==> config.mk <==
export PLATFORM = sky130hd
export DESIGN_NAME = isoline_cell_segments
export DESIGN_NICKNAME = d
export VERILOG_FILES = /design/src/design/isc_pkg.sv /design/src/design/isc_queue.sv /design/src/design/isc_front.sv /design/src/design/isc_interp.sv /design/src/design/isc_back.sv /design/src/design/isoline_cell_segments.sv
export SDC_FILE = /design/constraint.sdc
export NUM_CORES = 2
export LEC_CHECK = 0
export BUFFER_PORTS_ARGS = -buffer_cell sky130_fd_sc_hd__buf_2
export CAP_MARGIN = 20
export CORE_ASPECT_RATIO = 1.75
export CORE_MARGIN = 1.5
export CORE_UTILIZATION = 45
export DETAILED_ROUTE_END_ITERATION = 8
export PLACE_DENSITY = 0.66
export SYNTH_ARGS = -nofsm -noshare
export SYNTH_HDL_FRONTEND = slang
export SYNTH_SLANG_ARGS = --single-unit
==> constraint.sdc <==
create_clock -name clk -period 32.4 [get_ports clk]
set_clock_uncertainty 0.15 [all_clocks]
set_input_delay 8.1 -clock clk [delete_from_list [all_inputs] [get_ports clk]]
set_output_delay 8.1 -clock clk [all_outputs]
set_load 0.01 [all_outputs]
==> src/design/isc_pkg.sv <==
// Shared types, edge codes and helpers for the isoline cell segment block.
`timescale 1ns / 1ps
package isc_pkg;

  localparam logic [2:0] EDGE_TOP    = 3'd0;
  localparam logic [2:0] EDGE_RIGHT  = 3'd1;
  localparam logic [2:0] EDGE_BOTTOM = 3'd2;
  localparam logic [2:0] EDGE_LEFT   = 3'd3;
  localparam logic [2:0] EDGE_DIAG   = 3'd4;

  localparam int QUEUE_DEPTH = 2;

  // Crossing plan for one cell: up to four crossing slots, up to two segments.
  typedef struct packed {
    logic [3:0][1:0] pu;
    logic [3:0][1:0] pv;
    logic [3:0]      need;
    logic            two_seg;
    logic [1:0]      sa0;
    logic [1:0]      sb0;
    logic [1:0]      sa1;
    logic [1:0]      sb1;
    logic [2:0]      ea0;
    logic [2:0]      eb0;
    logic [2:0]      ea1;
    logic [2:0]      eb1;
  } plan_t;

  // Edge code of the triangle side from corner u to corner v.
  function automatic logic [2:0] edge_code(input logic [1:0] u, input logic [1:0] v);
    logic [1:0] dif;
    logic [2:0] code;
    dif = u - v;
    if (dif == 2'd2) begin
      code = EDGE_DIAG + {1'b0, u};
    end else if ((u == 2'd0 && v == 2'd1) || (u == 2'd1 && v == 2'd0)) begin
      code = EDGE_TOP;
    end else if ((u == 2'd1 && v == 2'd2) || (u == 2'd2 && v == 2'd1)) begin
      code = EDGE_RIGHT;
    end else if ((u == 2'd2 && v == 2'd3) || (u == 2'd3 && v == 2'd2)) begin
      code = EDGE_BOTTOM;
    end else begin
      code = EDGE_LEFT;
    end
    return code;
  endfunction

endpackage

==> src/design/isc_queue.sv <==
// Short queue of cell descriptors between the classifier and the segment engine.
`timescale 1ns / 1ps
module isc_queue #(
  parameter int WIDTH = 8
) (
  input  logic             clk,
  input  logic             rst,
  input  logic             wr_valid,
  output logic             wr_ready,
  input  logic [WIDTH-1:0] wr_data,
  output logic             rd_valid,
  input  logic             rd_ready,
  output logic [WIDTH-1:0] rd_data
);
  localparam int PW = (isc_pkg::QUEUE_DEPTH > 1) ? $clog2(isc_pkg::QUEUE_DEPTH) : 1;
  localparam int CW = $clog2(isc_pkg::QUEUE_DEPTH + 1);

  logic [WIDTH-1:0] mem [isc_pkg::QUEUE_DEPTH];
  logic [PW-1:0]    wp;
  logic [PW-1:0]    rp;
  logic [CW-1:0]    count;
  logic             do_wr;
  logic             do_rd;

  assign wr_ready = (count != CW'(isc_pkg::QUEUE_DEPTH));
  assign rd_valid = (count != '0);
  assign rd_data  = mem[rp];
  assign do_wr    = wr_valid && wr_ready;
  assign do_rd    = rd_valid && rd_ready;

  always_ff @(posedge clk) begin
    if (do_wr) begin
      mem[wp] <= wr_data;
    end
  end

  always_ff @(posedge clk) begin
    if (rst) begin
      wp    <= '0;
      rp    <= '0;
      count <= '0;
    end else begin
      if (do_wr) begin
        wp <= (wp == PW'(isc_pkg::QUEUE_DEPTH - 1)) ? '0 : wp + 1'b1;
      end
      if (do_rd) begin
        rp <= (rp == PW'(isc_pkg::QUEUE_DEPTH - 1)) ? '0 : rp + 1'b1;
      end
      if (do_wr && !do_rd) begin
        count <= count + 1'b1;
      end else if (do_rd && !do_wr) begin
        count <= count - 1'b1;
      end
    end
  end
endmodule

==> src/design/isc_front.sv <==
// Classifier: holds the level, accepts cells and plans their crossings and segments.
`timescale 1ns / 1ps
module isc_front #(
  parameter int W      = 32,
  parameter int IW     = 12,
  parameter int DESC_W = 8
) (
  input  logic              clk,
  input  logic              rst,
  input  logic              cfg_valid,
  output logic              cfg_ready,
  input  logic [W-1:0]      cfg_data,
  input  logic              in_valid,
  output logic              in_ready,
  input  logic [8*W+2*IW-1:0] in_data,
  input  logic [3:0]        in_mask,
  output logic              q_valid,
  input  logic              q_ready,
  output logic [DESC_W-1:0] q_data
);
  logic [W-1:0]        level;
  logic [3:0][W-1:0]   z;
  logic [3:0]          up;
  logic [3:0]          has;
  logic                high;
  logic signed [W+1:0] sum;
  logic signed [W+1:0] lv4;
  logic                any_seg;
  isc_pkg::plan_t      plan;
  logic [1:0]          missing;
  logic [2:0][1:0]     ord;
  logic [2:0]          xs;
  logic [1:0]          s0;
  logic [1:0]          s1;
  logic [1:0]          u0, v0, u1, v1;

  assign cfg_ready = 1'b1;

  always_ff @(posedge clk) begin
    if (rst) begin
      level <= '0;
    end else if (cfg_valid) begin
      level <= cfg_data;
    end
  end

  always_comb begin
    for (int k = 0; k < 4; k++) begin
      z[k]  = in_data[k*W +: W];
      up[k] = $signed(z[k]) > $signed(level);
    end
    has[0] = up[0] ^ up[1];
    has[1] = up[1] ^ up[2];
    has[2] = up[3] ^ up[2];
    has[3] = up[0] ^ up[3];
    sum = $signed({{2{z[0][W-1]}}, z[0]}) + $signed({{2{z[1][W-1]}}, z[1]})
        + $signed({{2{z[2][W-1]}}, z[2]}) + $signed({{2{z[3][W-1]}}, z[3]});
    lv4  = $signed({level, 2'b00});
    high = sum > lv4;

    missing = 2'd0;
    for (int k = 0; k < 4; k++) begin
      if (!in_mask[k]) begin
        missing = 2'(k);
      end
    end
    case (missing)
      2'd0:    ord = {2'd3, 2'd2, 2'd1};
      2'd1:    ord = {2'd3, 2'd2, 2'd0};
      2'd2:    ord = {2'd3, 2'd1, 2'd0};
      default: ord = {2'd2, 2'd1, 2'd0};
    endcase
    xs[0] = up[ord[0]] ^ up[ord[1]];
    xs[1] = up[ord[1]] ^ up[ord[2]];
    xs[2] = up[ord[2]] ^ up[ord[0]];
    if (xs[0] && xs[1]) begin
      s0 = 2'd0;
      s1 = 2'd1;
    end else if (xs[0] && xs[2]) begin
      s0 = 2'd0;
      s1 = 2'd2;
    end else begin
      s0 = 2'd1;
      s1 = 2'd2;
    end
    u0 = ord[s0];
    v0 = (s0 == 2'd2) ? ord[0] : ord[s0 + 2'd1];
    u1 = ord[s1];
    v1 = (s1 == 2'd2) ? ord[0] : ord[s1 + 2'd1];

    plan    = '0;
    any_seg = 1'b0;
    if (in_mask == 4'hF) begin
      // Quad slots follow the edge codes: top, right, bottom, left.
      plan.pu = {2'd0, 2'd3, 2'd1, 2'd0};
      plan.pv = {2'd3, 2'd2, 2'd2, 2'd1};
      if (has == 4'hF) begin
        any_seg      = 1'b1;
        plan.need    = 4'hF;
        plan.two_seg = 1'b1;
        if (up[0] != high) begin
          plan.sa0 = 2'd0; plan.sb0 = 2'd3; plan.sa1 = 2'd1; plan.sb1 = 2'd2;
        end else begin
          plan.sa0 = 2'd0; plan.sb0 = 2'd1; plan.sa1 = 2'd2; plan.sb1 = 2'd3;
        end
      end else if (has != 4'h0) begin
        any_seg = 1'b1;
        if (has[0] && has[1]) begin
          plan.sa0 = 2'd0; plan.sb0 = 2'd1;
        end else if (has[1] && has[2]) begin
          plan.sa0 = 2'd1; plan.sb0 = 2'd2;
        end else if (has[2] && has[3]) begin
          plan.sa0 = 2'd2; plan.sb0 = 2'd3;
        end else if (has[3] && has[0]) begin
          plan.sa0 = 2'd3; plan.sb0 = 2'd0;
        end else if (has[0] && has[2]) begin
          plan.sa0 = 2'd0; plan.sb0 = 2'd2;
        end else begin
          plan.sa0 = 2'd3; plan.sb0 = 2'd1;
        end
        plan.need[plan.sa0] = 1'b1;
        plan.need[plan.sb0] = 1'b1;
      end
      plan.ea0 = {1'b0, plan.sa0};
      plan.eb0 = {1'b0, plan.sb0};
      plan.ea1 = {1'b0, plan.sa1};
      plan.eb1 = {1'b0, plan.sb1};
    end else if ($countones(in_mask) == 3) begin
      // Triangle: a side crossing count is zero or two.
      any_seg   = (xs != 3'b000);
      plan.pu[0] = u0;
      plan.pv[0] = v0;
      plan.pu[1] = u1;
      plan.pv[1] = v1;
      plan.need  = 4'b0011;
      plan.sa0   = 2'd0;
      plan.sb0   = 2'd1;
      plan.ea0   = isc_pkg::edge_code(u0, v0);
      plan.eb0   = isc_pkg::edge_code(u1, v1);
    end
  end

  // Cells with no segment are dropped here.
  assign in_ready = q_ready;
  assign q_valid  = in_valid && any_seg;
  assign q_data   = {in_data, level, plan};
endmodule

==> src/design/isc_interp.sv <==
// Serial multiply-divide unit: cu + trunc(num * d / den), one quotient digit a cycle.
`timescale 1ns / 1ps
module isc_interp #(
  parameter int W = 32
) (
  input  logic         clk,
  input  logic         rst,
  input  logic         start,
  input  logic [W-1:0] cu,
  input  logic [W:0]   num,
  input  logic [W:0]   den,
  input  logic [W:0]   d,
  output logic         done,
  output logic [W-1:0] res
);
  localparam int CW = $clog2(W + 1);

  logic [W-1:0]  a;
  logic [W-1:0]  b;
  logic [W-1:0]  dn;
  logic [W-1:0]  r;
  logic [W-1:0]  q;
  logic [W-1:0]  base;
  logic          neg;
  logic          busy;
  logic [CW-1:0] cnt;
  logic [W:0]    abs_num, abs_den, abs_d;
  logic [W+1:0]  r2, dn1, dn2;
  logic [W-1:0]  r_next;
  logic [1:0]    dgt;

  assign abs_num = num[W] ? (~num + 1'b1) : num;
  assign abs_den = den[W] ? (~den + 1'b1) : den;
  assign abs_d   = d[W] ? (~d + 1'b1) : d;

  // Remainder stays below den, so 2r + a stays below three times den.
  always_comb begin
    r2  = {r, 1'b0} + (b[W-1] ? {2'b00, a} : '0);
    dn1 = {2'b00, dn};
    dn2 = {1'b0, dn, 1'b0};
    if (r2 >= dn2) begin
      r_next = W'(r2 - dn2);
      dgt    = 2'd2;
    end else if (r2 >= dn1) begin
      r_next = W'(r2 - dn1);
      dgt    = 2'd1;
    end else begin
      r_next = W'(r2);
      dgt    = 2'd0;
    end
  end

  assign res = neg ? (base - q) : (base + q);

  always_ff @(posedge clk) begin
    if (rst) begin
      busy <= 1'b0;
      done <= 1'b0;
      cnt  <= '0;
    end else begin
      done <= 1'b0;
      if (start) begin
        busy <= 1'b1;
        cnt  <= CW'(W);
      end else if (busy) begin
        cnt <= cnt - 1'b1;
        if (cnt == CW'(1)) begin
          busy <= 1'b0;
          done <= 1'b1;
        end
      end
    end
  end

  always_ff @(posedge clk) begin
    if (start) begin
      a    <= abs_num[W-1:0];
      b    <= abs_d[W-1:0];
      dn   <= abs_den[W-1:0];
      r    <= '0;
      q    <= '0;
      base <= cu;
      neg  <= num[W] ^ den[W] ^ d[W];
    end else if (busy) begin
      r <= r_next;
      q <= W'({q, 1'b0} + {{(W-1){1'b0}}, dgt});
      b <= {b[W-2:0], 1'b0};
    end
  end
endmodule

==> src/design/isc_back.sv <==
// Segment engine: interpolates the planned crossings and emits the segments.
`timescale 1ns / 1ps
module isc_back #(
  parameter int W      = 32,
  parameter int IW     = 12,
  parameter int DESC_W = 8,
  parameter int OUT_W  = 8
) (
  input  logic              clk,
  input  logic              rst,
  input  logic              q_valid,
  output logic              q_ready,
  input  logic [DESC_W-1:0] q_data,
  output logic              m_tvalid,
  input  logic              m_tready,
  output logic [OUT_W-1:0]  m_tdata,
  output logic              m_tlast
);
  localparam int PW = $bits(isc_pkg::plan_t);

  typedef enum logic [2:0] {
    B_IDLE, B_PICK, B_LOAD, B_RUN, B_EMIT
  } state_t;

  state_t             state;
  isc_pkg::plan_t     plan;
  logic [W-1:0]       level;
  logic [3:0][W-1:0]  z;
  logic [W-1:0]       xl, xr, yt, yb;
  logic [IW-1:0]      row, col;
  logic [1:0]         slot;
  logic               seg_i;
  logic [3:0][W-1:0]  px, py;
  logic [W:0]         num, den, dx, dy;
  logic [W-1:0]       cux, cuy;
  logic [1:0]         u, v;
  logic [W-1:0]       zu, zv, cxu, cxv, cyu, cyv;
  logic               x_done, y_done;
  logic [W-1:0]       x_res, y_res;
  logic [1:0]         sa, sb;
  logic [2:0]         ea, eb;
  logic               seg_last;

  assign q_ready = (state == B_IDLE);

  always_comb begin
    u   = plan.pu[slot];
    v   = plan.pv[slot];
    zu  = z[u];
    zv  = z[v];
    cxu = (u == 2'd0 || u == 2'd3) ? xl : xr;
    cxv = (v == 2'd0 || v == 2'd3) ? xl : xr;
    cyu = (u[1] == 1'b0) ? yt : yb;
    cyv = (v[1] == 1'b0) ? yt : yb;
    sa  = seg_i ? plan.sa1 : plan.sa0;
    sb  = seg_i ? plan.sb1 : plan.sb0;
    ea  = seg_i ? plan.ea1 : plan.ea0;
    eb  = seg_i ? plan.eb1 : plan.eb0;
    seg_last = plan.two_seg ? seg_i : 1'b1;
  end

  isc_interp #(.W(W)) u_ix (
    .clk(clk), .rst(rst), .start(state == B_LOAD), .cu(cux),
    .num(num), .den(den), .d(dx), .done(x_done), .res(x_res)
  );

  isc_interp #(.W(W)) u_iy (
    .clk(clk), .rst(rst), .start(state == B_LOAD), .cu(cuy),
    .num(num), .den(den), .d(dy), .done(y_done), .res(y_res)
  );

  always_ff @(posedge clk) begin
    if (rst) begin
      state    <= B_IDLE;
      m_tvalid <= 1'b0;
      slot     <= '0;
      seg_i    <= 1'b0;
    end else begin
      // Hold the item while the receiver stalls.
      m_tvalid <= (state == B_EMIT) || (m_tvalid && !m_tready);
      case (state)
        B_IDLE: begin
          if (q_valid) begin
            slot  <= '0;
            seg_i <= 1'b0;
            state <= B_PICK;
          end
        end
        B_PICK: begin
          if (plan.need[slot]) begin
            state <= B_LOAD;
          end else if (slot == 2'd3) begin
            state <= B_EMIT;
          end else begin
            slot <= slot + 1'b1;
          end
        end
        B_LOAD: begin
          state <= B_RUN;
        end
        B_RUN: begin
          if (x_done && y_done) begin
            if (slot == 2'd3) begin
              state <= B_EMIT;
            end else begin
              slot  <= slot + 1'b1;
              state <= B_PICK;
            end
          end
        end
        B_EMIT: begin
          if (!m_tvalid || m_tready) begin
            if (seg_last) begin
              state <= B_IDLE;
            end else begin
              seg_i <= 1'b1;
            end
          end
        end
        default: begin
          state <= B_IDLE;
        end
      endcase
    end
  end

  // Payload registers.
  always_ff @(posedge clk) begin
    if (state == B_IDLE && q_valid) begin
      plan  <= q_data[PW-1:0];
      level <= q_data[PW +: W];
      for (int k = 0; k < 4; k++) begin
        z[k] <= q_data[PW + (k+1)*W +: W];
      end
      xl  <= q_data[PW + 5*W +: W];
      xr  <= q_data[PW + 6*W +: W];
      yt  <= q_data[PW + 7*W +: W];
      yb  <= q_data[PW + 8*W +: W];
      row <= q_data[PW + 9*W +: IW];
      col <= q_data[PW + 9*W + IW +: IW];
    end
    if (state == B_PICK) begin
      num <= {level[W-1], level} - {zu[W-1], zu};
      den <= {zv[W-1], zv} - {zu[W-1], zu};
      dx  <= {cxv[W-1], cxv} - {cxu[W-1], cxu};
      dy  <= {cyv[W-1], cyv} - {cyu[W-1], cyu};
      cux <= cxu;
      cuy <= cyu;
    end
    if (state == B_RUN && x_done) begin
      px[slot] <= x_res;
      py[slot] <= y_res;
    end
    if (state == B_EMIT && (!m_tvalid || m_tready)) begin
      m_tdata <= OUT_W'({col, row, eb, ea, py[sb], px[sb], py[sa], px[sa]});
      m_tlast <= seg_last;
    end
  end
endmodule

==> src/design/isoline_cell_segments.sv <==
// Top level of the isoline cell segment block: classifier, queue and segment engine.
//
// Channel  Dir  Handshake            Contents
// s_*      in   s_tvalid/s_tready    one grid cell (tdata) and corner valid mask (tuser)
// m_*      out  m_tvalid/m_tready    one segment (tdata), last segment of cell (tlast)
// cfg_*    in   cfg_valid/cfg_ready  contour level
//
// The classifier takes a cell every cycle while the two-entry queue has room.
// The engine takes a cell, visits each of the four plan slots in turn, runs each needed
// crossing through two serial multiply-divide units (one quotient digit a cycle, for x
// and y) and then emits each segment; a saddle gives two segments. rst clears control
// state and the contour level only; a stalled m_tready holds the output register and
// the engine, while the queue takes cells until it is full.
`timescale 1ns / 1ps
module isoline_cell_segments #(
  parameter int INDEX_WIDTH = 12,
  parameter int DATA_WIDTH  = 32
) (
  input  logic clk,
  input  logic rst,
  input  logic cfg_valid,
  output logic cfg_ready,
  input  logic [DATA_WIDTH-1:0] cfg_data,
  input  logic s_tvalid,
  output logic s_tready,
  // z_top_left, z_top_right, z_bottom_right, z_bottom_left, x_left, x_right,
  // y_top, y_bottom, cell_row, cell_col, zero fill
  input  logic [((8*DATA_WIDTH+2*INDEX_WIDTH+7)/8)*8-1:0] s_tdata,
  // valid_mask
  input  logic [3:0] s_tuser,
  output logic m_tvalid,
  input  logic m_tready,
  // start_x, start_y, end_x, end_y, start_edge, end_edge, out_row, out_col, zero fill
  output logic [((4*DATA_WIDTH+6+2*INDEX_WIDTH+7)/8)*8-1:0] m_tdata,
  output logic m_tlast
);
  localparam int IN_BITS = 8*DATA_WIDTH + 2*INDEX_WIDTH;
  localparam int OUT_W   = ((4*DATA_WIDTH + 6 + 2*INDEX_WIDTH + 7) / 8) * 8;
  localparam int DESC_W  = $bits(isc_pkg::plan_t) + 9*DATA_WIDTH + 2*INDEX_WIDTH;

  logic              fq_valid, fq_ready, bq_valid, bq_ready;
  logic [DESC_W-1:0] fq_data, bq_data;

  isc_front #(.W(DATA_WIDTH), .IW(INDEX_WIDTH), .DESC_W(DESC_W)) u_front (
    .clk(clk), .rst(rst),
    .cfg_valid(cfg_valid), .cfg_ready(cfg_ready), .cfg_data(cfg_data),
    .in_valid(s_tvalid), .in_ready(s_tready), .in_data(s_tdata[IN_BITS-1:0]),
    .in_mask(s_tuser),
    .q_valid(fq_valid), .q_ready(fq_ready), .q_data(fq_data)
  );

  isc_queue #(.WIDTH(DESC_W)) u_queue (
    .clk(clk), .rst(rst),
    .wr_valid(fq_valid), .wr_ready(fq_ready), .wr_data(fq_data),
    .rd_valid(bq_valid), .rd_ready(bq_ready), .rd_data(bq_data)
  );

  isc_back #(.W(DATA_WIDTH), .IW(INDEX_WIDTH), .DESC_W(DESC_W), .OUT_W(OUT_W)) u_back (
    .clk(clk), .rst(rst),
    .q_valid(bq_valid), .q_ready(bq_ready), .q_data(bq_data),
    .m_tvalid(m_tvalid), .m_tready(m_tready), .m_tdata(m_tdata), .m_tlast(m_tlast)
  );
endmodule
**Word level (Yosys, flattened, before mapping)**

Memories as Yosys holds them, arrays and structs flattened. A register that Yosys moved wholly into a read port is not among the register bits.
Cells that the tools add are included.

- Logic and storage cells: 388
- Flip-flop bits (word level): 997
- Memory bits (writable): 700
- ROM bits: 0
- Output and inout port bits: 164
- Latch bits: 0
- Input port bits: 321
- Memories kept: 1

Memory list:

| name | words | width | rd ports | clocked after Yosys merged registers in | write ports | RTL line | RTL |
|---|---|---|---|---|---|---|---|
| u_queue.mem | 2 | 350 | 1 | 1 | 1 | isc_queue.sv:18 | `logic [WIDTH-1:0] mem [isc_pkg::QUEUE_DEPTH];` |

- Add/subtract/negate cells: 39
- Mux-type cells: 153
- Multiply operators: 0
- Reduce and logical (&&, ||, !) cells: 67
- Eq/ne operators: 39
- Order comparisons: 26
- Shift operators: 0
- Bitwise gates (word level): 17
- Divide/modulo/power cells: 0

Operators with widths:

| cell | count |
|---|---|
| $mux W32 | 27 |
| $bmux W32 S2 | 6 |
| $bwmux W128 | 2 |
| $sub A32 B32 Y32 | 6 |
| $sub A32 B32 Y33 | 4 |
| $add A32 B1 Y32 const B | 4 |
| $gt A32 B32 Y1 | 4 |
| $not A32 Y32 | 4 |
| $add A33 B32 Y34 | 3 |
| $add A32 B32 Y32 | 3 |
| $mux W4 | 18 |
| $ge A34 B32 Y1 | 2 |
| $ge A34 B33 Y1 | 2 |
| $add A32 B2 Y32 | 2 |
| $demux W32 S2 | 1 |
| $mux W2 | 23 |
| $mux W3 | 15 |
| $lt A2 B3 Y1 const B | 14 |
| $mux W6 | 7 |
| $mux W1 | 35 |
| $add A34 B32 Y34 | 1 |
| $gt A34 B34 Y1 | 1 |
| $add A32 B32 Y33 | 1 |
| $eq A2 B2 Y1 const B | 16 |
| 43 further kinds | 140 |

**Logic depth before layout (Yosys ltp)**

- Depth in word-level cells: 24
- Mapped depth: 32
- Mapped depth without buffers: 29

**Cells and area by module**

From an unflattened synthesis, not the netlist that was laid out.

- Cells, all modules: 8911
- Area, all modules: 113826.7 µm²

By module, submodules not included:

| module | sequential area each (µm²) | area each (µm²) | instances | cells an instance |
|---|---|---|---|---|
| isc_back | 29087.9 | 42674.7 | 1 | 2507 |
| isc_queue | 21300.4 | 26352.8 | 1 | 1122 |
| isc_interp (u_back.u_ix) | 5315.1 | 16848.7 | 1 | 1939 |
| isc_interp (u_back.u_iy) | 5315.1 | 16829.9 | 1 | 1946 |
| isc_front | 640.6 | 11120.7 | 1 | 1397 |

**Worst setup path before layout**

OpenSTA, ideal clock, no wires.

- Path type: input-to-reg
- Start point: input s_tdata[49]
- End point: memory u_queue.mem[1][100] (netlist bit), enable pin
- Data required time: 31098 ps
- Arrival: 26834 ps
- Cell stages on the path: 12
- Path slack: 4264 ps
- Path buffers: 1
- Setup time: 1152 ps
- Cell sequence: ha_1 > a21o_1 > a221o_1 > a221o_1 > a211oi_1 > nand3_1 > and2_1 > clkbuf_1 > mux2_2 > and2_1 > a211o_1 > a21oi_1

- Longest elaborated chain between the ends: 11
- Elaborated cells on any way between the ends: 23
- Those cells by class: 1 x order compare; 1 x eq/ne; 12 x mux; 5 x bitwise; 4 x reduce/logical

RTL lines:

| what | RTL line | RTL |
|---|---|---|
| from (decl) | isoline_cell_segments.sv:28 | `input logic [((8*DATA_WIDTH+2*INDEX_WIDTH+7)/8)*8-1:0] s_tdata,` |
| $gt A32 B32 Y1 * | isc_front.sv:50 | `up[k] = $signed(z[k]) > $signed(level);` |
| $bmux W1 S2, on equally long branches | isc_front.sv:73, isc_front.sv:75, isc_front.sv:74 |  |
| $mux W1, on equally long branches | isc_front.sv:73, isc_front.sv:75, isc_front.sv:74 |  |
| $xor A1 B1 Y1, on equally long branches | isc_front.sv:73, isc_front.sv:74, isc_front.sv:75 |  |
| $reduce_bool A3 Y1 | isc_front.sv:130 | `any_seg = (xs != 3'b000);` |
| $mux W1 | isc_front.sv:128 | `end else if ($countones(in_mask) == 3) begin` |
| $mux W1 * | isc_front.sv:93 | `if (in_mask == 4'hF) begin` |
| $logic_and A1 B1 Y1 * | isc_front.sv:145 | `assign q_valid = in_valid && any_seg;` |
| $logic_and A1 B1 Y1 * | isc_queue.sv:28 | `assign do_wr = wr_valid && wr_ready;` |
| $mux W1 * | isc_queue.sv:32 | `if (do_wr) begin` |
| $mux W1 (implied by the code) * | isc_queue.sv:33 | `mem[wp] <= wr_data;` |
| to (decl) | isc_queue.sv:18 |  |

Every way passes the cells marked *; elsewhere a longest branch is shown, timed or not. The select of a mux whose other input is x is not followed.

**Worst setup path after layout**

- Start point: input s_tdata[63]
- End point: memory u_queue.mem[1][277] (netlist bit), enable pin

Same word-level chain as after synthesis.

==> reports/metrics.cfg <==
[worst_setup_path]
path_common_cell = buf_4
crit_path_start = s_tdata[63]
path_cells = buf_2, ha_1, nand4_1, nor3_1, and4_1, nand3_1, o21a_1, and2_1, mux2_2, and2_1, a211o_1, a21oi_4, buf_4, buf_4, buf_4, buf_4
r2r-start = u_back.u_iy.b[31]
crit_required_ns = 32.70
rrSetupSlack_ns = 23.80
rr_endpoint = u_back.u_iy.q[31]
crit_slowest_cell = nor3_1
critPathMaxStageDelay_ns = 0.90
start_kind = primary input
cp-endpoint = u_queue.mem[1][277]
arrival_ns = 15.30
crit_fanout = 75
crit_type = in2reg
reg2reg_depth = 30
critPathCaptureType = flip-flop

[hold_path]
worstHoldPathType = reg2reg

[global_route]
grt_pass1_vias = 68400
grt_usage_pct = 22.6
grt_max_degree = 100
gr-total-overflow = 0
grt_pass1_wl_um = 405000
antenna_found_initial = 47

[sta]
whs_ns = 0.235
rsz0062_at_grt = no
setup_slack_ns = 17.41
worst_slew_pin_slew_ns = 1.19
fmaxAchievable_mhz = 66.7
fin_crit_ns = 14.99
setup_viol = 0
fin_tns_setup_ns = 0
slew_viol_final = 0
max-slew-margin-rel_pct = 20.8
fin_crit_sh_pct = 46.3
hold_violations = 0

[logic_synthesis]
yosysWarnings = 0
synth_edf_count = 1819
synthCells = 8082
async_flop_share_pct = 0
yosysUniqueCellTypes = 92
avgSynthCellArea_um2 = 12.9
synth_ff_type = edfxtp_1
ys_ff_latch = 2006
syn_area_um2 = 104000
synth_seq_area_share_pct = 56.0

[clock_network]
cts_tree = done
cts_resized = 0
h-tree-depth = 4
clock-root-buffer = clkbuf_16
clock_latency_ns = 0.88
cts_setup_buffers = 0
cts_hold_buffers = 0
numClockSinks = 2006
cts_made_buffers = 190
cts.clk_slew.worst_paths_ns = 0.07
cts_buffer_depth = 4

[floorplanning]
rows = 233
die_x_um = 367
die_area_um2 = 235000
ios = 485
start_util_pct = 45.3
core_region_area_um2 = 230000
die_h_um = 640

[placement]
place_area_um2 = 110000
hpwl_um = 205000
dp_slack_ns = 16.33
io_buffers = 481
gp_congestion = 0.927

[routing]
drc = 0
finalWirelength_um = 271000
vias_per_cell = 5.62
wl_per_cell_um = 22.9
drt_first_iter_violations = 4296
ant_nets = 0
num_vias = 66400
drt_pre_antenna_iters = 5

[finish]
final_net_count = 9584
layout-drive-gt1-share_pct = 18.3
final-seq-area_um2 = 58400
filler_cell_count = 19800
syn_to_final_growth_pct = 12.1
fin_area_um2 = 117000
multi_input_area_um2 = 43300

[flow_run]
cap_violations = 0

[pwr]
power.total_mw = 13.6
peakVddDrop_v = 0.0000696
p_leak_nw = 43.5
power.density_nw_per_um2 = 116

[status]
status = finished, final reports clean

stage by stage:
stage / cells / utilization, %
final: 11800 / 50.8
after global placement: 11400 / 48.0
after global routing: 11800 / 50.8
after floorplan: 8083 / -
after detailed placement: 11400 / 48.0
after CTS: 11800 / 50.7
critical path: cells and delay by family:
| family | cells | cell delay [ns] |
|---|---|---|
| muxes | 1 | 0.36 |
| AOI/OAI and AO/OA | 3 | 0.87 |
| and+or+nand+nor | 6 | 2.29 |
| buffers and inverters | 5 | 3.14 |
| adders and majority gates | 1 | 0.35 |
worst min-delay path by stage:
stage,from,to,depth (start not counted)
after floorplan,u_back.row[0],u_back.m_tdata[134],0
after global placement,u_back.cux[20],u_back.u_ix.base[20],0
after detailed placement,u_back.row[6],u_back.m_tdata[140],0
after CTS,u_back.cuy[1],u_back.u_iy.base[1],0
after global routing,u_back.cuy[3],u_back.u_iy.base[3],0
final,u_back.cuy[1],u_back.u_iy.base[1],0
cell type report:
type,instances,share of cell area [%]
Clock buffer,225,4.26
Clock inverter,119,1.14
Sequential cell,2006,50.0
Tap cell,3055,3.27
Multi-Input combinational cell,5356,37.1
Antenna cell,22,0.0471
Inverter,452,1.47
Timing Repair Buffer,580,2.72
cells in the mapped netlist (29+ instances only):
cell      count  area share (%)
dfxtp_1     187             3.6
or4_1        30            0.22
o211ai_1     31            0.22
mux4_2      160             3.5
inv_1       447             1.6
o21bai_1     50            0.36
buf_1        34            0.12
edfxtp_1   1819              52
xnor2_1     397             3.3
a211oi_1     90            0.65
nand2b_1     63            0.38
and2_1       86            0.52
a21o_1      204             1.5
a222oi_1     29            0.28
o21ai_0     346             1.7
nand2_1     474             1.7
or3_1        52            0.31
nor2_1      448             1.6
mux2_2      474             5.1
fa_1         78             1.5
mux2i_1     100            0.96
and3_1       51            0.31
o31ai_1      59            0.43
a21oi_1     455             2.2
ha_1        599             7.2
nand3_1     122            0.59
a31oi_1      55            0.33
clkbuf_1    224            0.81
nand4_1      65            0.39
nor4_1       41            0.25
nor3_1      122            0.59
o21a_1       67            0.48
nor2b_1      64            0.38
xor2_1      217             1.8
layout by cell type (no fill, tap or decap), types with 30 or more instances in the layout:
master     Yosys  layout
a211oi_1      90      88
a21o_1       204     204
a21oi_1      455     451
a31oi_1       55      55
and2_1        86      82
and3_1        51      51
buf_2          7     481
buf_4          3      97
clkbuf_16      0     193
clkinv_2       0      34
dfxtp_1      187     184
edfxtp_1    1819    1819
fa_1          78      78
ha_1         599     599
inv_1        447     446
mux2_2       474     474
mux2i_1      100      96
mux4_2       160     160
nand2_1      474     474
nand2b_1      63      63
nand3_1      122     122
nand4_1       65      65
nor2_1       448     443
nor2b_1       64      63
nor3_1       122     121
nor4_1        41      39
o211ai_1      31      31
o21a_1        67      67
o21ai_0      346     345
o21bai_1      50      50
o31ai_1       59      59
or3_1         52      52
or4_1         30      30
xnor2_1      397     395
xor2_1       217     217
cell families (layout without fill, tap and decap cells):
group	Yosys count	in the layout	synth area share, %
DFF	2006	2006	56.0
adders and majority gates	677	677	8.69
xor gates and xnor gates	614	614	5.16
other	2	25	0.00721
and+or+nand+nor	1691	1691	7.80
buffers and inverters	721	1376	2.62
muxes	734	734	9.54
AOI/OAI and AO/OA	1637	1637	10.2
layer usage:
metal,up-vias,wire length (µm),global-route usage [%]
li1,31500,-,-
met1,32700,101000,24.9
met2,1637,143000,42.3
met3,563,11900,2.97
met4,20,14400,11.1
met5,-,129,0
power breakdown:
group	switching (mW)	internal, mW	leakage (nW)	total [mW]
clock network	0.990	1.30	3.07	2.29
registers	0.347	3.88	18.2	4.23
logic	4.19	2.89	22.3	7.08
registers in the layout, summed over array words and instances (netlist names), 33 cells and up:
register,cells
u_back.num,33
u_back.py,128
u_back.px,128
u_back.dy,33
u_back.m_tdata,158
u_back.z,128
u_queue.mem,676
u_back.dx,33
u_back.den,33
(Power assumes the default switching activity.)
